===== src/hw/rtl/fxc_pkg.sv =====
// Shared types and constants for the line framer with slice XOR checks.
// Used by every module of the framer; depends on nothing else.

package fxc_pkg;

    localparam logic [7:0] START_BYTE    = 8'h0D;
    localparam logic [7:0] END_BYTE      = 8'h0A;
    localparam logic [7:0] SPOILED_START = 8'h20;

    // A finished check always has bit 6 set: values below 64 get 64 added.
    localparam logic [6:0] CHECK_FLOOR = 7'h40;
    localparam int SLICE_LEN = 8;

    // Configuration register indexes.
    localparam int CFG_IDX_W = 2;
    localparam logic [CFG_IDX_W-1:0] CFG_CHECK_ENABLE = 2'd0;
    localparam logic [CFG_IDX_W-1:0] CFG_SPOIL_START  = 2'd1;
    localparam logic [CFG_IDX_W-1:0] CFG_OMIT_END     = 2'd2;

    // Job queue between front and back.
    localparam int QUEUE_DEPTH = 2;
    localparam int QUEUE_AW    = $clog2(QUEUE_DEPTH);
    localparam int QUEUE_CW    = $clog2(QUEUE_DEPTH + 1);

    typedef struct packed {
        logic [6:0] char_in;
        logic       char_last;
    } char_beat_t;

    typedef struct packed {
        logic [7:0] line_byte;
        logic       frame_last;
        logic       too_long;
    } line_beat_t;

    typedef struct packed {
        logic check_enable;
        logic spoil_start;
        logic omit_end;
    } cfg_t;

    // One job per accepted character that produces at least one byte.
    typedef struct packed {
        logic       send_start;
        logic [7:0] start_byte;
        logic       send_char;
        logic [6:0] char_in;
        logic       last;
        logic       send_checks;
        logic       send_end;
        logic       too_long;
    } job_t;

endpackage


===== src/hw/rtl/fxc_front.sv =====
// Front end of the framer: accepts characters, tracks the frame and slice
// state, writes finished checks and queues one job per character. Uses fxc_pkg.

module fxc_front
    import fxc_pkg::*;
#(
    parameter int MAX_PAYLOAD = 64
)(
    input  logic                      clk,
    input  logic                      rst_n,
    input  logic                      char_valid,
    output logic                      char_ready,
    input  char_beat_t                char_data,
    input  cfg_t                      cfg,
    output logic                      job_valid,
    input  logic                      job_ready,
    output job_t                      job,
    output logic                      stack_we,
    output logic [$clog2((MAX_PAYLOAD+7)/8 > 1 ? (MAX_PAYLOAD+7)/8 : 2)-1:0] stack_addr,
    output logic [6:0]                stack_wdata,
    output logic [$clog2((MAX_PAYLOAD+7)/8 + 1)-1:0] drain_slices,
    input  logic                      drain_done
);

    localparam int STACK_DEPTH = (MAX_PAYLOAD + 7) / 8;
    localparam int SAW = $clog2(STACK_DEPTH > 1 ? STACK_DEPTH : 2);
    localparam int SW  = $clog2(STACK_DEPTH + 1);
    localparam int CW  = $clog2(MAX_PAYLOAD + 1);

    logic          in_frame_reg;
    logic [6:0]    xor_reg, xor_next;
    logic [2:0]    pos_reg, pos_next;
    logic [CW-1:0] count_reg, count_next;
    logic          ovf_reg, ovf_next;
    logic          busy_reg, busy_next;
    logic [SW-1:0] slices_reg, slices_next;

    logic          accept;
    logic          take;
    logic          last;
    logic          has_bytes;
    logic [CW:0]   count_round;
    logic [CW-1:0] idx_full;

    assign char_ready = job_ready && !busy_reg;
    assign accept     = char_valid && char_ready;
    assign last       = char_data.char_last;
    assign take       = count_reg < CW'(MAX_PAYLOAD);

    always_comb
    begin
        xor_next    = take ? (xor_reg ^ char_data.char_in) : xor_reg;
        count_next  = take ? (count_reg + 1'b1) : count_reg;
        pos_next    = take ? (pos_reg + 3'd1) : pos_reg;
        ovf_next    = ovf_reg || !take;

        // A slice closes when its eighth character arrives, or early on the
        // final character.
        stack_we    = accept && ((take && pos_next == 3'd0) || (last && pos_next != 3'd0));
        idx_full    = (count_next - 1'b1) >> 3;
        stack_addr  = SAW'(idx_full);
        stack_wdata = xor_next | CHECK_FLOOR;

        count_round = {1'b0, count_next} + (CW+1)'(SLICE_LEN - 1);

        job.send_start  = !in_frame_reg;
        job.start_byte  = cfg.spoil_start ? SPOILED_START : START_BYTE;
        job.send_char   = take;
        job.char_in     = char_data.char_in;
        job.last        = last;
        job.send_checks = last && cfg.check_enable;
        job.send_end    = last && !cfg.omit_end;
        job.too_long    = last && ovf_next;

        has_bytes = job.send_start || job.send_char || job.send_checks || job.send_end;
        job_valid = accept && has_bytes;

        busy_next   = busy_reg;
        slices_next = slices_reg;
        if (drain_done)
        begin
            busy_next = 1'b0;
        end
        if (accept && last && has_bytes)
        begin
            busy_next   = 1'b1;
            slices_next = SW'(count_round >> 3);
        end
    end

    assign drain_slices = slices_reg;

    always_ff @(posedge clk or negedge rst_n)
    begin
        if (!rst_n)
        begin
            in_frame_reg <= 1'b0;
            xor_reg      <= '0;
            pos_reg      <= '0;
            count_reg    <= '0;
            ovf_reg      <= 1'b0;
            busy_reg     <= 1'b0;
            slices_reg   <= '0;
        end
        else
        begin
            busy_reg   <= busy_next;
            slices_reg <= slices_next;
            if (accept)
            begin
                if (last)
                begin
                    in_frame_reg <= 1'b0;
                    xor_reg      <= '0;
                    pos_reg      <= '0;
                    count_reg    <= '0;
                    ovf_reg      <= 1'b0;
                end
                else
                begin
                    in_frame_reg <= 1'b1;
                    xor_reg      <= (pos_next == 3'd0) ? 7'd0 : xor_next;
                    pos_reg      <= pos_next;
                    count_reg    <= count_next;
                    ovf_reg      <= ovf_next;
                end
            end
        end
    end

endmodule


===== src/hw/rtl/fxc_queue.sv =====
// Short job queue between the framer's front and back ends.
// Uses job_t and the depth constants from fxc_pkg.

module fxc_queue
    import fxc_pkg::*;
(
    input  logic clk,
    input  logic rst_n,
    input  logic push_valid,
    output logic push_ready,
    input  job_t push_job,
    output logic pop_valid,
    input  logic pop_ready,
    output job_t pop_job
);

    job_t                entry_reg [QUEUE_DEPTH];
    logic [QUEUE_AW-1:0] wr_ptr_reg, rd_ptr_reg;
    logic [QUEUE_CW-1:0] fill_reg;
    logic                do_push, do_pop;

    assign push_ready = fill_reg != QUEUE_CW'(QUEUE_DEPTH);
    assign pop_valid  = fill_reg != '0;
    assign pop_job    = entry_reg[rd_ptr_reg];
    assign do_push    = push_valid && push_ready;
    assign do_pop     = pop_valid && pop_ready;

    always_ff @(posedge clk)
    begin
        if (do_push)
        begin
            entry_reg[wr_ptr_reg] <= push_job;
        end
    end

    always_ff @(posedge clk or negedge rst_n)
    begin
        if (!rst_n)
        begin
            wr_ptr_reg <= '0;
            rd_ptr_reg <= '0;
            fill_reg   <= '0;
        end
        else
        begin
            if (do_push)
            begin
                wr_ptr_reg <= (wr_ptr_reg == QUEUE_AW'(QUEUE_DEPTH - 1)) ? '0
                                                                         : wr_ptr_reg + 1'b1;
            end
            if (do_pop)
            begin
                rd_ptr_reg <= (rd_ptr_reg == QUEUE_AW'(QUEUE_DEPTH - 1)) ? '0
                                                                         : rd_ptr_reg + 1'b1;
            end
            if (do_push && !do_pop)
            begin
                fill_reg <= fill_reg + 1'b1;
            end
            else if (do_pop && !do_push)
            begin
                fill_reg <= fill_reg - 1'b1;
            end
        end
    end

endmodule


===== src/hw/rtl/fxc_back.sv =====
// Back end of the framer: takes jobs from the queue and sends their bytes,
// draining the check stack last slice first. Uses fxc_pkg.

module fxc_back
    import fxc_pkg::*;
#(
    parameter int MAX_PAYLOAD = 64
)(
    input  logic                      clk,
    input  logic                      rst_n,
    input  logic                      job_valid,
    output logic                      job_ready,
    input  job_t                      job,
    input  logic                      stack_we,
    input  logic [$clog2((MAX_PAYLOAD+7)/8 > 1 ? (MAX_PAYLOAD+7)/8 : 2)-1:0] stack_addr,
    input  logic [6:0]                stack_wdata,
    input  logic [$clog2((MAX_PAYLOAD+7)/8 + 1)-1:0] drain_slices,
    output logic                      drain_done,
    output logic                      line_valid,
    input  logic                      line_ready,
    output line_beat_t                line_data
);

    localparam int STACK_DEPTH = (MAX_PAYLOAD + 7) / 8;
    localparam int SAW = $clog2(STACK_DEPTH > 1 ? STACK_DEPTH : 2);
    localparam int SW  = $clog2(STACK_DEPTH + 1);

    typedef enum logic [1:0] {
        PH_START,
        PH_CHAR,
        PH_CHECK,
        PH_END
    } phase_t;

    logic [6:0]     stack_mem [STACK_DEPTH];
    logic [6:0]     rd_data_reg;
    logic [SAW-1:0] rd_addr;

    logic           busy_reg, busy_next;
    job_t           job_reg, job_next;
    phase_t         phase_reg, phase_next;
    logic [SAW-1:0] idx_reg, idx_next;
    logic           out_valid_reg, out_valid_next;
    line_beat_t     out_reg, out_next;

    logic           can_load, emit, pop;
    logic           more_check, later_char, later_check, later_end, byte_final;
    logic [SW-1:0]  top_slice;
    logic [7:0]     cur_byte;

    assign can_load  = !out_valid_reg || line_ready;
    assign emit      = busy_reg && can_load;
    assign pop       = !busy_reg && job_valid;
    assign job_ready = !busy_reg;
    assign top_slice = drain_slices - 1'b1;

    always_comb
    begin
        more_check  = phase_reg == PH_CHECK && idx_reg != '0;
        later_char  = phase_reg == PH_START && job_reg.send_char;
        later_check = (phase_reg == PH_START || phase_reg == PH_CHAR) && job_reg.send_checks;
        later_end   = phase_reg != PH_END && job_reg.send_end;
        byte_final  = !more_check && !later_char && !later_check && !later_end;

        unique case (phase_reg)
            PH_START: cur_byte = job_reg.start_byte;
            PH_CHAR:  cur_byte = {1'b0, job_reg.char_in};
            PH_CHECK: cur_byte = {1'b0, rd_data_reg};
            PH_END:   cur_byte = END_BYTE;
            default:  cur_byte = END_BYTE;
        endcase

        busy_next      = busy_reg;
        job_next       = job_reg;
        phase_next     = phase_reg;
        idx_next       = idx_reg;
        out_valid_next = out_valid_reg && !line_ready;
        out_next       = out_reg;

        if (pop)
        begin
            busy_next = 1'b1;
            job_next  = job;
            priority if (job.send_start)
            begin
                phase_next = PH_START;
            end
            else if (job.send_char)
            begin
                phase_next = PH_CHAR;
            end
            else if (job.send_checks)
            begin
                phase_next = PH_CHECK;
                idx_next   = SAW'(top_slice);
            end
            else
            begin
                phase_next = PH_END;
            end
        end
        else if (emit)
        begin
            out_valid_next      = 1'b1;
            out_next.line_byte  = cur_byte;
            out_next.frame_last = byte_final && job_reg.last;
            out_next.too_long   = byte_final && job_reg.too_long;
            priority if (more_check)
            begin
                idx_next = idx_reg - 1'b1;
            end
            else if (later_char)
            begin
                phase_next = PH_CHAR;
            end
            else if (later_check)
            begin
                phase_next = PH_CHECK;
                idx_next   = SAW'(top_slice);
            end
            else if (later_end)
            begin
                phase_next = PH_END;
            end
            else
            begin
                busy_next = 1'b0;
            end
        end
    end

    // Reading at the next index keeps the read data lined up with idx_reg.
    assign rd_addr    = idx_next;
    assign drain_done = emit && byte_final && job_reg.last;

    always_ff @(posedge clk)
    begin
        if (stack_we)
        begin
            stack_mem[stack_addr] <= stack_wdata;
        end
        rd_data_reg <= stack_mem[rd_addr];
    end

    always_ff @(posedge clk or negedge rst_n)
    begin
        if (!rst_n)
        begin
            busy_reg      <= 1'b0;
            job_reg       <= '0;
            phase_reg     <= PH_START;
            idx_reg       <= '0;
            out_valid_reg <= 1'b0;
            out_reg       <= '0;
        end
        else
        begin
            busy_reg      <= busy_next;
            job_reg       <= job_next;
            phase_reg     <= phase_next;
            idx_reg       <= idx_next;
            out_valid_reg <= out_valid_next;
            out_reg       <= out_next;
        end
    end

    assign line_valid = out_valid_reg;
    assign line_data  = out_reg;

endmodule


===== src/hw/rtl/framer_with_slice_xor_check_unit.sv =====
// Top level of the line framer with per-slice XOR check characters.
// Holds the configuration registers and joins fxc_front, fxc_queue and fxc_back.
//
// The framer takes 7-bit characters on the char channel, one beat each, with
// char_last on the final one, and sends a frame on the line channel: a start
// byte 0x0D (0x20 when spoil_start is set), the characters, then one check per
// eight-character slice when check_enable is set, newest slice first, then the
// end byte 0x0A unless omit_end is set. A check is the XOR of its slice with
// bit 6 forced on. Characters past MAX_PAYLOAD are dropped and the final beat
// of that frame carries too_long. For a character in mid-frame the back end
// first takes its job from the queue and then loads the output register; the
// first character of a frame also sends the start byte ahead of it. The final
// character adds one byte per check and one for the end byte, and a new
// frame is not accepted until that drain has been handed to the output
// register, since the next frame's checks would overwrite stack entries that
// are still to be read. The two-entry job queue lets the character input run
// ahead of the line side.
// Configuration writes take effect at once and are meant to be made while the
// framer is idle.

module framer_with_slice_xor_check_unit
    import fxc_pkg::*;
#(
    parameter int MAX_PAYLOAD = 64
)(
    input  logic                 clk,
    input  logic                 rst_n,
    input  logic                 char_valid,
    output logic                 char_ready,
    input  char_beat_t           char_data,
    output logic                 line_valid,
    input  logic                 line_ready,
    output line_beat_t           line_data,
    input  logic                 cfg_we,
    input  logic [CFG_IDX_W-1:0] cfg_index,
    input  logic                 cfg_data
);

    localparam int STACK_DEPTH = (MAX_PAYLOAD + 7) / 8;
    localparam int SAW = $clog2(STACK_DEPTH > 1 ? STACK_DEPTH : 2);
    localparam int SW  = $clog2(STACK_DEPTH + 1);

    cfg_t           cfg_reg;
    logic           fq_valid, fq_ready, qb_valid, qb_ready;
    job_t           fq_job, qb_job;
    logic           stack_we;
    logic [SAW-1:0] stack_addr;
    logic [6:0]     stack_wdata;
    logic [SW-1:0]  drain_slices;
    logic           drain_done;

    // Writes to an index past the register list are ignored.
    always_ff @(posedge clk or negedge rst_n)
    begin
        if (!rst_n)
        begin
            cfg_reg.check_enable <= 1'b1;
            cfg_reg.spoil_start  <= 1'b0;
            cfg_reg.omit_end     <= 1'b0;
        end
        else if (cfg_we)
        begin
            unique case (cfg_index)
                CFG_CHECK_ENABLE: cfg_reg.check_enable <= cfg_data;
                CFG_SPOIL_START:  cfg_reg.spoil_start  <= cfg_data;
                CFG_OMIT_END:     cfg_reg.omit_end     <= cfg_data;
                default:          cfg_reg <= cfg_reg;
            endcase
        end
    end

    fxc_front #(
        .MAX_PAYLOAD(MAX_PAYLOAD)
    ) u_front (
        .clk          (clk),
        .rst_n        (rst_n),
        .char_valid   (char_valid),
        .char_ready   (char_ready),
        .char_data    (char_data),
        .cfg          (cfg_reg),
        .job_valid    (fq_valid),
        .job_ready    (fq_ready),
        .job          (fq_job),
        .stack_we     (stack_we),
        .stack_addr   (stack_addr),
        .stack_wdata  (stack_wdata),
        .drain_slices (drain_slices),
        .drain_done   (drain_done)
    );

    fxc_queue u_queue (
        .clk        (clk),
        .rst_n      (rst_n),
        .push_valid (fq_valid),
        .push_ready (fq_ready),
        .push_job   (fq_job),
        .pop_valid  (qb_valid),
        .pop_ready  (qb_ready),
        .pop_job    (qb_job)
    );

    fxc_back #(
        .MAX_PAYLOAD(MAX_PAYLOAD)
    ) u_back (
        .clk          (clk),
        .rst_n        (rst_n),
        .job_valid    (qb_valid),
        .job_ready    (qb_ready),
        .job          (qb_job),
        .stack_we     (stack_we),
        .stack_addr   (stack_addr),
        .stack_wdata  (stack_wdata),
        .drain_slices (drain_slices),
        .drain_done   (drain_done),
        .line_valid   (line_valid),
        .line_ready   (line_ready),
        .line_data    (line_data)
    );

endmodule


===== config.mk =====
export PLATFORM = sky130hd
export DESIGN_NAME = framer_with_slice_xor_check_unit
export DESIGN_NICKNAME = d
export VERILOG_FILES = /design/src/hw/rtl/fxc_pkg.sv /design/src/hw/rtl/fxc_front.sv /design/src/hw/rtl/fxc_queue.sv /design/src/hw/rtl/fxc_back.sv /design/src/hw/rtl/framer_with_slice_xor_check_unit.sv
export SDC_FILE = /design/constraint.sdc
export NUM_CORES = 1
export LEC_CHECK = 0
export ABC_AREA = 1
export BUFFER_PORTS_ARGS = -buffer_cell sky130_fd_sc_hd__buf_2
export CORE_ASPECT_RATIO = 0.6
export CORE_MARGIN = 2
export CORE_UTILIZATION = 50
export DETAILED_ROUTE_END_ITERATION = 10
export PLACE_DENSITY = 0.7
export SLEW_MARGIN = 20
export SYNTH_ARGS = -nofsm -noshare
export SYNTH_HDL_FRONTEND = slang
export SYNTH_SLANG_ARGS = --single-unit

===== constraint.sdc =====
create_clock -name clk -period 2.25 [get_ports clk]
set_input_delay 0.3375 -clock clk [delete_from_list [all_inputs] [get_ports clk]]
set_output_delay 0.3375 -clock clk [all_outputs]
set_load 0.01 [all_outputs]

Word-level counts from Yosys, hierarchy flattened --
Memories as Yosys holds them, arrays and structs flattened. A register that Yosys moved wholly into a read port is not among the register bits. Index checks and enable logic that the tools add are counted.
Storage, ports and cells: register bits 74, bits in writable memories 86, word-level logic and storage cells 167, memories kept 2
Operators by class: add/subtract/negate cells 10, $lt $le $gt $ge 1, equality and inequality tests 11, multiplexer cells 46, bitwise operators 2, reductions and logical operators 66
Memory list:
- u_back.stack_mem | depth 8, width 6, rd ports 1, clocked after memory_dff 1, wr ports 1, RTL line fxc_back.sv:35 | logic [6:0] stack_mem [STACK_DEPTH];
- u_queue.entry_reg | depth 2, width 19, rd ports 1, clocked after memory_dff 0, wr ports 1, RTL line fxc_queue.sv:17 | job_t entry_reg [QUEUE_DEPTH];
Operators with widths (count):
- $mux W7 | 5
- $pmux W8 S4 | 1
- $mux W3 | 10
- $logic_and A1 B1 Y1 | 28
- $mux W2 | 10
- $mux W1 | 19
- $logic_not A1 Y1 | 13
- $ne A2 B2 Y1 const B | 6
- $reduce_and A2 Y1 | 5
- $reduce_bool A3 Y1 | 3
- $reduce_bool A2 Y1 | 4
- $add A7 B1 Y7 const B | 1
- $logic_or A1 B1 Y1 | 7
- $lt A7 B7 Y1 const B | 1
- $xor A7 B7 Y7 | 1
- $add A6 B3 Y6 const B | 1
- $eq A2 B2 Y1 const B | 3
- $mux W6 | 1
- $sub A3 B1 Y3 const B | 2
- $sub A6 B1 Y6 const B | 1
- $reduce_and A5 Y1 | 1
- $eq A2 B1 Y1 const B | 2
- $logic_not A2 Y1 | 2
- $reduce_bool A4 Y1 | 1
- 7 further kinds | 8

Longest topological paths before layout --
Gate-level depths: netlist (run 1).
depth in word-level cells 10, gate-level depth with buffers 15

By module --
From an unflattened synthesis (run 1), not the netlist that was laid out.
Unflattened totals: cell total of the unflattened synthesis 784, area total of the unflattened synthesis 7805.0 um^2
Modules (own cells, without submodules):
- fxc_back | instances 1, cells each 434, area an instance 4385.5 um^2, sequential area each 2747.6 um^2
- fxc_queue | instances 1, cells each 138, area an instance 1757.9 um^2, sequential area each 1361.3 um^2
- fxc_front | instances 1, cells each 194, area an instance 1517.7 um^2, sequential area each 575.6 um^2
- framer_with_slice_xor_check_unit | instances 1, cells each 18, area an instance 143.9 um^2, sequential area each 76.3 um^2

Least setup slack after synthesis (run 1) --
Ideal clock, no wire load.
path type register to register, start point register u_queue.fill_reg[0], end point memory u_queue.entry_reg[1][0] (netlist bit) (enable), arrival 1.795 ns, path slack 0.067 ns, stages on the path, launching flop included 7, period minus slack after synthesis 2.183 ns, cells stage by stage dfrtp_1 -> inv_1 -> a21oi_1 -> nand2_1 -> inv_2 -> nand2_1 -> nor2_1
Between the ends: cells in the longest elaborated chain, start to end 7
Ends and longest elaborated chain:
- start, declared | RTL line fxc_queue.sv:19 | logic [QUEUE_CW-1:0] fill_reg;
- start signal, assigned | RTL line fxc_queue.sv:58 | fill_reg <= fill_reg + 1'b1;
- start signal, assigned | RTL line fxc_queue.sv:62 | fill_reg <= fill_reg - 1'b1;
- $ne A2 B2 Y1 | RTL line fxc_queue.sv:22 | assign push_ready = fill_reg != QUEUE_CW'(QUEUE_DEPTH);
- $logic_and A1 B1 Y1 | RTL line fxc_front.sv:45 | assign char_ready = job_ready && !busy_reg;
- named net char_ready | RTL line framer_with_slice_xor_check_unit.sv:29 | output logic char_ready,
- $logic_and A1 B1 Y1 | RTL line fxc_front.sv:46 | assign accept = char_valid && char_ready;
- $logic_and A1 B1 Y1 | RTL line fxc_front.sv:76 | job_valid = accept && has_bytes;
- $logic_and A1 B1 Y1 | RTL line fxc_queue.sv:25 | assign do_push = push_valid && push_ready;
- $mux W1 | RTL line fxc_queue.sv:30 | if (do_push)
- $mux W1 (implied by the code) | RTL line fxc_queue.sv:32 | entry_reg[wr_ptr_reg] <= push_job;
- end, declared | RTL line fxc_queue.sv:17
The timed path passes the listed nets, and every way through them passes these cells.

Worst setup path after layout (run 1) --
start point register u_front.count_reg[1], end point memory u_back.stack_mem[7][4] (netlist bit) (enable)
Between the ends: cells in the longest elaborated chain, start to end 8, elaborated cells between the ends (all ways) 13, those cells by class 2 x add/sub; 1 x order compare; 4 x mux; 6 x reduce/logical
Ends and longest elaborated chain:
- start, declared | RTL line fxc_front.sv:33 | logic [CW-1:0] count_reg, count_next;
- start signal, assigned | RTL line fxc_front.sv:124 | count_reg <= count_next;
- parallel branches: the longest is 8 deep, another holds $add A7 B1 Y7
- end, declared | RTL line fxc_back.sv:35
Parallel ways; which one is timed is not known.

==> results.tsv, run 1 <==
metric	value	unit
status	complete, no violations	
clk_pin_slew_worst_paths	60	ps
fin_skew	10.06	ps
maxSlewViolCount	0	
clockBufferDepth	2	
p_seq_frac	0.364	
p_clk_frac	0.229	
power.share.combinational	0.407	
grt_max_degree	35	
insertion_delay	420	ps
fmax	0.4480	GHz
cts_sinks	143	
finalPower	11230	µW
fin_setup_tns	0	ps
coreArea	0.01210	mm²
fin_area	0.007432	mm²
synth-xor-area-share	0.02244	
powerDensity	1511	mW/mm²
grt-ovfl-total	0	
drtAntennaViolNets	0	
synthFlopType	edfxtp_1	
start_kind	register	
avgSynthCellArea	10.17	µm²
synth_compound_area_frac	0.06934	
numCtsBuffers	17	
pin_count	28	
place.gp.congestion	0.8645	
synth_top_family_by_area	simple AND/OR/NAND/NOR gates	
root_buffer	clkbuf_16	
drt-vias-per-instance	5.349	
synth_cells	614	
rows	31	
area_growth	19.04	%
wl_per_cell	16.67	µm
largest_register_ffs	48	
hold_violations	0	
yosysSeqAreaShare	0.6311	
p_leak	0.003156	µW
maxSlewHeadroom	0.5614	
muxShareOfSynthArea	0	
place_hpwl	10.04	mm
p_sw	4469	µW
drive_gt1_frac	0.2052	
synth-adder-area-share	0.01403	
reg2reg_depth	12	
synth-simple-area-share	0.2036	
die_x	148.3	µm
tightest_slew	657.9	ps
antenna_found_initial	0	
ys_ff_latch	143	
crit_path_max_fanout	6	
initial_utilization	0.5159	
drt_iter0_drc	442	
grt_pass1_vias	4400	
sw_frac_of_total	0.3979	
ys_async_sr_fraction	0.4126	
die_area	0.01343	mm²
drc_errors	0	
synth_area	0.006243	mm²
die-height	90.56	µm
placed_cell_area	0.006734	mm²
htreeDepth	4	
hold-path-cell-count	1	
synth_warnings	0	
diodes	0	
worst_ep_arrival_time	2360	ps
maxCapViolCount	0	
dp_slack	-153.9	ps
grt_pass1_wl	23.08	mm
numPortBuffers	26	
nFillCells	937	
tritoncts	done	
synth_top_area_frac	0.3752	
synth_edf_count	78	
vias	4584	
min-delay-path-class	in -> reg	
synth_area_leaders	edfxtp_1 (38%), dfrtp_1 (23%), nand2_1 (8.2%)	
track_usage	0.2253	
wl	14.29	mm
netlist_top_cells_count	nand2_1 (136), nand3_1 (87), edfxtp_1 (78), dfrtp_1 (58), inv_1 (53)	
fin_ws	17.93	ps
internal_power	6762	µW
post-route-period-util	0.9920	
synth_most_common_cell	nand2_1	
synthDistinctLibCells	38	
ir_drop	0.0008053	V
synth_area_leader_cell	edfxtp_1	
setup_viol	0	
syn-num-nets	637	
fin_crit	2232	ps
path_class	reg -> reg	
nets	702	
drt_pass1_iterations	5	
endpoint_kind	register	
cp_data_required_time	2380	ps
## through the flow
step	hold WS [ps]	instances	util
6_report	117.1	857	0.6141
3_3_place_gp	384.0	820	0.5565
2_1_floorplan	41.91	614	-
4_1_cts	108.9	853	0.6037
5_1_grt	112.5	857	0.6141
3_5_place_dp	383.1	820	0.5565
## path summary, 6_finish.rpt
| path | from | to | slack [ps] |
|---|---|---|---|
| min in group asynchronous | rst_n | u_back.job_reg[6] | 480 |
| hold reg to reg | u_back.rd_data_reg[2] | u_back.line_data[4] | 460 |
| max in group asynchronous | rst_n | cfg_reg[2] | 1080 |
| setup / recovery | u_front.count_reg[1] | u_back.stack_mem[7][4] | 20 |
| hold / removal | char_data[7] | u_queue.entry_reg[0][10] | 120 |
| setup reg to reg | u_front.count_reg[1] | u_back.stack_mem[7][4] | 20 |
## timing repair
| item | CTS | global route |
|---|---|---|
| pin swaps | 0 | 9 |
| hold endpoints to repair | 25 | 0 |
| hold buffers | 1 | 0 |
| gates resized for setup | 7 | 29 |
| setup buffers | 0 | 4 |
| setup endpoints to repair | 42 | 54 |
## routing by layer
metal	track usage	up-vias	share of wire	wire length, µm
met4	0.06746	0	0.0099	142
met3	0.05253	17	0.072	1029
met1	0.3435	2188	0.48	6821
met2	0.3214	174	0.44	6293
met5	0	-	0	0
li1	-	2205	-	-
## power groups by stage
| stage | combinational [µW] | clock, µW | sequential [µW] |
|---|---|---|---|
| after floorplan | 3050 | 0 | 4000 |
| final | 4570 | 2580 | 4090 |
| after global routing | 5100 | 2720 | 4150 |
| after global placement | 4180 | 0 | 4090 |
| after CTS | 4370 | 2610 | 4080 |
| after detailed placement | 4310 | 0 | 4120 |
## final cells by class
cell class / instances / area (µm²) / area share
sequential: 143 / 3941 / 0.5303
multi-input combinational: 387 / 2033 / 0.2736
clock buffer: 24 / 491.7 / 0.06616
timing repair buffer: 67 / 460.4 / 0.06195
inverter: 63 / 241.5 / 0.03249
tap: 165 / 206.4 / 0.02778
clock inverter: 8 / 57.56 / 0.007744
## layout by cell type (no fill, tap or decap), types with 9 or more instances in the layout
cell | netlist | final
nand2_1 | 136 | 132
inv_2 | 8 | 9
a21oi_1 | 18 | 17
dfrtp_1 | 58 | 57
o21ai_0 | 32 | 29
buf_4 | 5 | 37
xor2_1 | 12 | 10
nor2_1 | 46 | 38
nand3_1 | 87 | 86
clkbuf_16 | 0 | 17
inv_1 | 53 | 51
edfxtp_1 | 78 | 78
buf_2 | 7 | 26
a31oi_1 | 17 | 17
## cells by family (layout without fill, tap and decap cells)
family | count (synthesis) | in the layout
buf+inv | 84 | 162
simple gates | 285 | 285
other cells | 1 | 1
xor+xnor | 16 | 16
compound gates | 78 | 78
flops | 143 | 143
fa+ha+maj | 7 | 7
## critical path, cell delays in order, from the launching register on
cell	delay (ps)
dfrtp_1	430
ha_1	340
o21ai_2	190
nand3_2	120
nor2_4	150
inv_2	50
nor2_4	110
inv_2	50
nand2_2	70
buf_4	120
nand2_4	60
nor2_2	120
buf_6	130
Note: power is estimated with default switching activity, not from simulation.
==> run 2, diff against run 1 <==
--- a/config.mk
+++ b/config.mk
@@ -7,11 +7,13 @@
 export LEC_CHECK = 0
 export ABC_AREA = 1
 export BUFFER_PORTS_ARGS = -buffer_cell sky130_fd_sc_hd__buf_2
+export CELL_PAD_IN_SITES_DETAIL_PLACEMENT = 1
+export CELL_PAD_IN_SITES_GLOBAL_PLACEMENT = 1
 export CORE_ASPECT_RATIO = 0.6
 export CORE_MARGIN = 2
-export CORE_UTILIZATION = 50
+export CORE_UTILIZATION = 44
 export DETAILED_ROUTE_END_ITERATION = 10
-export PLACE_DENSITY = 0.7
+export PLACE_DENSITY_LB_ADDON = 0.1
 export SLEW_MARGIN = 20
 export SYNTH_ARGS = -nofsm -noshare
 export SYNTH_HDL_FRONTEND = slang
==> results.tsv, run 2 (synthesis gave the netlist of run 1 again) <==
metric	value	unit
cp_data_required_time	2390	ps
path_class	reg -> reg	
diodes	0	
setup_viol	6	
worst_ep_arrival_time	2390	ps
cp_slowest_cell	dfrtp_2	
powerDensity	1543	mW/mm²
fin_skew	12.28	ps
clockBufferDepth	2	
final_common_cell	nand2_1	
largest_register_ffs	48	
drt-vias-per-instance	5.244	
min-delay-path-class	in -> reg	
crit_start	u_front.count_reg[6]	
nets	719	
maxCapViolCount	0	
ir_drop	0.0006275	V
track_usage	0.2438	
cts_sinks	143	
die_x	157.8	µm
slowest_delay	450	ps
final_cell_mix	nand2_1 (126), nand3_1 (85), edfxtp_1 (78), dfrtp_1 (55)	
dp.cells	855	
start_kind	register	
stdcell_count	901	
endpoint_kind	register	
drive_gt1_frac	0.2496	
grt_max_degree	46	
numPortBuffers	26	
die_area	0.01519	mm²
rows	33	
cp_top_family	buffers and inverters	
place.gp.congestion	0.8046	
initial_utilization	0.4541	
wl_per_cell	19.31	µm
crit_path_max_fanout	6	
die-height	96.27	µm
drc_errors	0	
drtAntennaViolNets	0	
holdCritStartpoint	char_data[7]	
fmax	0.4433	GHz
htreeDepth	4	
maxSlewHeadroom	0.6598	
insertion_delay	420	ps
dp_slack	-248.1	ps
place_hpwl	12.24	mm
maxSlewViolCount	0	
nFillCells	1541	
status	finished, violations left	
grt-ovfl-total	0	
root_buffer	clkbuf_16	
drt_iter0_drc	216	
grt_pass1_wl	27.00	mm
coreArea	0.01375	mm²
r2r_start	u_front.count_reg[6]	
hold_violations	0	
numCtsBuffers	17	
area_growth	23.71	%
post-route-util	0.5617	
cp_common_cell	buf_4	
violations	negative setup slack	
hold_slack	114.1	ps
fin_ws	-5.934	ps
clk_pin_slew_worst_paths	60	ps
p_leak	0.003242	µW
antenna_found_initial	0	
post-route-period-util	1.003	
worstPathCellList	buf_4, buf_4, o21ai_4, nand3_2, buf_4, nand2_2, inv_1, nor2_2, nand2_2, buf_6, nor2_4, buf_6	
vias	4725	
wl	17.40	mm
cp_num_buf_inv	6	
rsz0062_at_grt	yes	
fin_setup_tns	-30.52	ps
drt_pass1_iterations	5	
grt_pass1_vias	4872	
pin_count	28	
fin_crit	2256	ps
tightest_slew	510.4	ps
tritoncts	done	
-- run 2: changes by cell type in the layout (fill, tap and decap cells not counted), moves of 3 or more --
cell | previous run | this run
buf_4 | 37 | 48
buf_6 | 2 | 6
inv_1 | 51 | 48
nand2_1 | 132 | 126
nand2_2 | 4 | 10
nor2_1 | 38 | 34
nor2_4 | 6 | 11
-- run 2: worst paths after layout --
| check | endpoint | slack, ps | cells past startpoint |
|---|---|---|---|
| min reg2reg | u_back.line_data[2] | 470 | 2 |
| min in group asynchronous | u_front.count_reg[1] | 370 | 2 |
| max | u_back.stack_mem[2][2] | -6 | 12 |
| max in group asynchronous | u_queue.rd_ptr_reg | 1270 | 3 |
| max reg2reg | u_back.stack_mem[2][2] | -6 | 12 |
| min | u_queue.entry_reg[1][10] | 110 | 1 |
-- run 2: per-stage QoR --
step                      instance area (µm²)  total power, µW
after global placement                   6828             8511
final                                    7724            11920
after detailed placement                 6828             8735
after CTS                                7508            11640
after global routing                     7724            12690
after floorplan                          6243             7053
-- run 2: layer usage --
layer  up-vias  global-route usage  wire (µm)
met3        14             0.04728        779
met2       100              0.3790       7971
met1      2380              0.3547       8519
li1       2231                   -          -
met5         -                   0          0
met4         0             0.05758        132
-- run 2: worst reg2reg max path: cells and delay by family (launching register included) --
family	cells	cell delay [ps]
AOI/OAI and AO/OA	1	130
DFF	1	450
and+or+nand+nor	5	570
buffers and inverters	6	810
-- run 2: area by class of cell --
cell class	instances	area (µm²)	area share
Sequential cell	143	3944	0.5106
Clock inverter	9	86.33	0.01118
Inverter	63	246.5	0.03191
Clock buffer	23	478.0	0.06188
Multi-Input combinational cell	388	2126	0.2752
Timing Repair Buffer	83	603.1	0.07808
Tap cell	192	240.2	0.03110
-- run 2: where the power goes --
group / total (µW) / internal [µW] / leakage, µW / switching [µW]
registers: 4120 / 3650 / 0.00146 / 472
logic: 5100 / 1800 / 0.00151 / 3300
clock network: 2700 / 1610 / 0.000274 / 1090
total: 11900 / 7060 / 0.00324 / 4860
-- run 2: timing repair --
item | in CTS | in global routing
hold endpoints to repair | 13 | 0
endpoints found under the setup margin | 55 | 55
cloned | 0 | 1
hold buffers | 1 | 0
pin swaps | 4 | 19
gates resized for setup | 22 | 45
setup buffers | 5 | 7
==> run 3, diff against run 2 <==
--- a/config.mk
+++ b/config.mk
@@ -11,7 +11,8 @@
 export CELL_PAD_IN_SITES_GLOBAL_PLACEMENT = 1
 export CORE_ASPECT_RATIO = 0.6
 export CORE_MARGIN = 2
-export CORE_UTILIZATION = 44
+export CORE_UTILIZATION = 46
+export CTS_BUF_LIST = sky130_fd_sc_hd__clkbuf_4
 export DETAILED_ROUTE_END_ITERATION = 10
 export PLACE_DENSITY_LB_ADDON = 0.1
 export SLEW_MARGIN = 20
==> results.tsv, run 3 (synthesis gave the netlist of run 1 again) <==
metric	value	unit
internal_power	5853	µW
min-delay-path-class	in -> reg	
grt-ovfl-total	0	
pin_count	28	
largest_register_ffs	48	
start_kind	register	
p_clk_frac	0.140	
drt-vias-per-instance	5.286	
endpoint_kind	register	
post-route-period-util	0.9754	
ir_drop	0.0004819	V
die_x	154.4	µm
power.share.combinational	0.473	
insertion_delay	550	ps
nFillCells	1473	
drt_pass1_iterations	5	
clk_pin_slew_worst_paths	130	ps
grt_pass1_vias	4846	
status	complete, no violations	
rsz0062_at_grt	yes	
p_leak	0.003105	µW
numPortBuffers	26	
dp_slack	-231.8	ps
maxCapViolCount	0	
initial_utilization	0.4783	
die_area	0.01455	mm²
p_seq_frac	0.387	
worst_ep_arrival_time	2450	ps
cts_sinks	143	
final_cell_mix	nand2_1 (125), nand3_1 (85), edfxtp_1 (78), dfrtp_1 (58), inv_1 (48)	
drc_errors	0	
fin_ws	55.32	ps
sw_frac_of_total	0.4444	
final_common_cell	nand2_1	
powerDensity	1436	mW/mm²
fmax	0.4556	GHz
coreArea	0.01305	mm²
numCtsBuffers	17	
seq_area	0.003940	mm²
drtAntennaViolNets	0	
wl_per_cell	18.60	µm
rows	32	
place.gp.congestion	0.7914	
area_growth	17.54	%
vias	4641	
maxSlewViolCount	0	
track_usage	0.2425	
multi_input_area	0.002081	mm²
tritoncts	done	
cp_data_required_time	2510	ps
place_hpwl	11.98	mm
grt_pass1_wl	26.37	mm
nets	718	
die-height	94.24	µm
grt_max_degree	54	
fin_crit	2195	ps
crit_path_max_fanout	6	
drive_gt1_frac	0.2302	
diodes	0	
fin_skew	25.71	ps
setup_viol	0	
finalPower	10530	µW
htreeDepth	4	
clockBufferDepth	2	
root_buffer	clkbuf_4	
antenna_found_initial	0	
drt_iter0_drc	234	
hold_violations	0	
wl	16.34	mm
path_class	reg -> reg	
p_sw	4682	µW
hold_slack	56.55	ps
[run 3: cell types whose count changed in the layout (fill, tap and decap cells not counted), moves of 3 or more]
cell           delta
clkbuf_4         +18
clkbuf_16        -17
dlygate4sd3_1     +8
buf_4             -6
clkbuf_1          -3
clkbuf_8          -3
dfrtp_1           +3
dfrtp_2           -3
inv_6             +3
nor2_1            +3
nor2_4            -3
[run 3: metrics by stage]
stage	setup TNS (ps)	cells	instance area [µm²]	util
floorplan	0	614	6243	-
global placement	-556.1	833	6813	0.5220
detailed placement	-5546	833	6813	0.5220
CTS	-142.0	874	7167	0.5491
global route	-2221	878	7338	0.5622
finish	0	878	7338	0.5622
[run 3: power by group through the flow]
| stage | registers [µW] | clock network, µW | logic, µW |
|---|---|---|---|
| 2_1_floorplan | 4000 | 0 | 3050 |
| 3_3_place_gp | 4090 | 0 | 4440 |
| 3_5_place_dp | 4140 | 0 | 4670 |
| 4_1_cts | 4080 | 1520 | 4760 |
| 5_1_grt | 4150 | 1610 | 5580 |
| 6_report | 4080 | 1470 | 4980 |
[run 3: worst max-delay path: stages (launching register included)]
cell	delay, ps
dfrtp_1	450
ha_1	220
nand4_1	120
xor2_1	310
inv_1	170
nor2_1	130
inv_1	70
nand2_4	80
nand3_2	90
nor2_2	140
buf_6	140
[run 3: worst paths after layout]
| check | depth (start not counted) | endpoint | slack, ps | startpoint |
|---|---|---|---|---|
| max in group asynchronous | 3 | u_back.phase_reg[1] | 1560 | rst_n |
| worst max-delay path | 10 | u_back.stack_mem[3][5] | 60 | u_front.count_reg[1] |
| worst min register to register | 2 | u_back.line_data[4] | 480 | u_back.rd_data_reg[2] |
| worst max register to register | 10 | u_back.stack_mem[3][5] | 60 | u_front.count_reg[1] |
| min in group asynchronous | 2 | cfg_reg[1] | 120 | rst_n |
| worst min-delay path | 1 | u_queue.entry_reg[1][8] | 60 | char_data[5] |
[run 3: layer usage]
metal / routed length, µm / global-route usage
met3: 805 / 0.05212
met2: 7465 / 0.3843
met4: 59 / 0.04475
met5: 0 / 0
met1: 8004 / 0.3491
[run 3: cell type report]
class | count | area share
clock buffers | 18 | 0.01841
clock inverters | 14 | 0.01466
inverters | 63 | 0.03291
multi-input cells | 387 | 0.2835
flip-flops and latches | 143 | 0.5369
well taps | 170 | 0.02899
repair buffers | 83 | 0.08457
[run 3: timing repair]
action	4_1_cts	5_1_grt
resized for setup	10	45
setup endpoints to repair	48	56
setup buffers	1	3
cloned	0	0
endpoints found under the hold margin	72	1
hold buffers	8	1
pin swaps	1	11
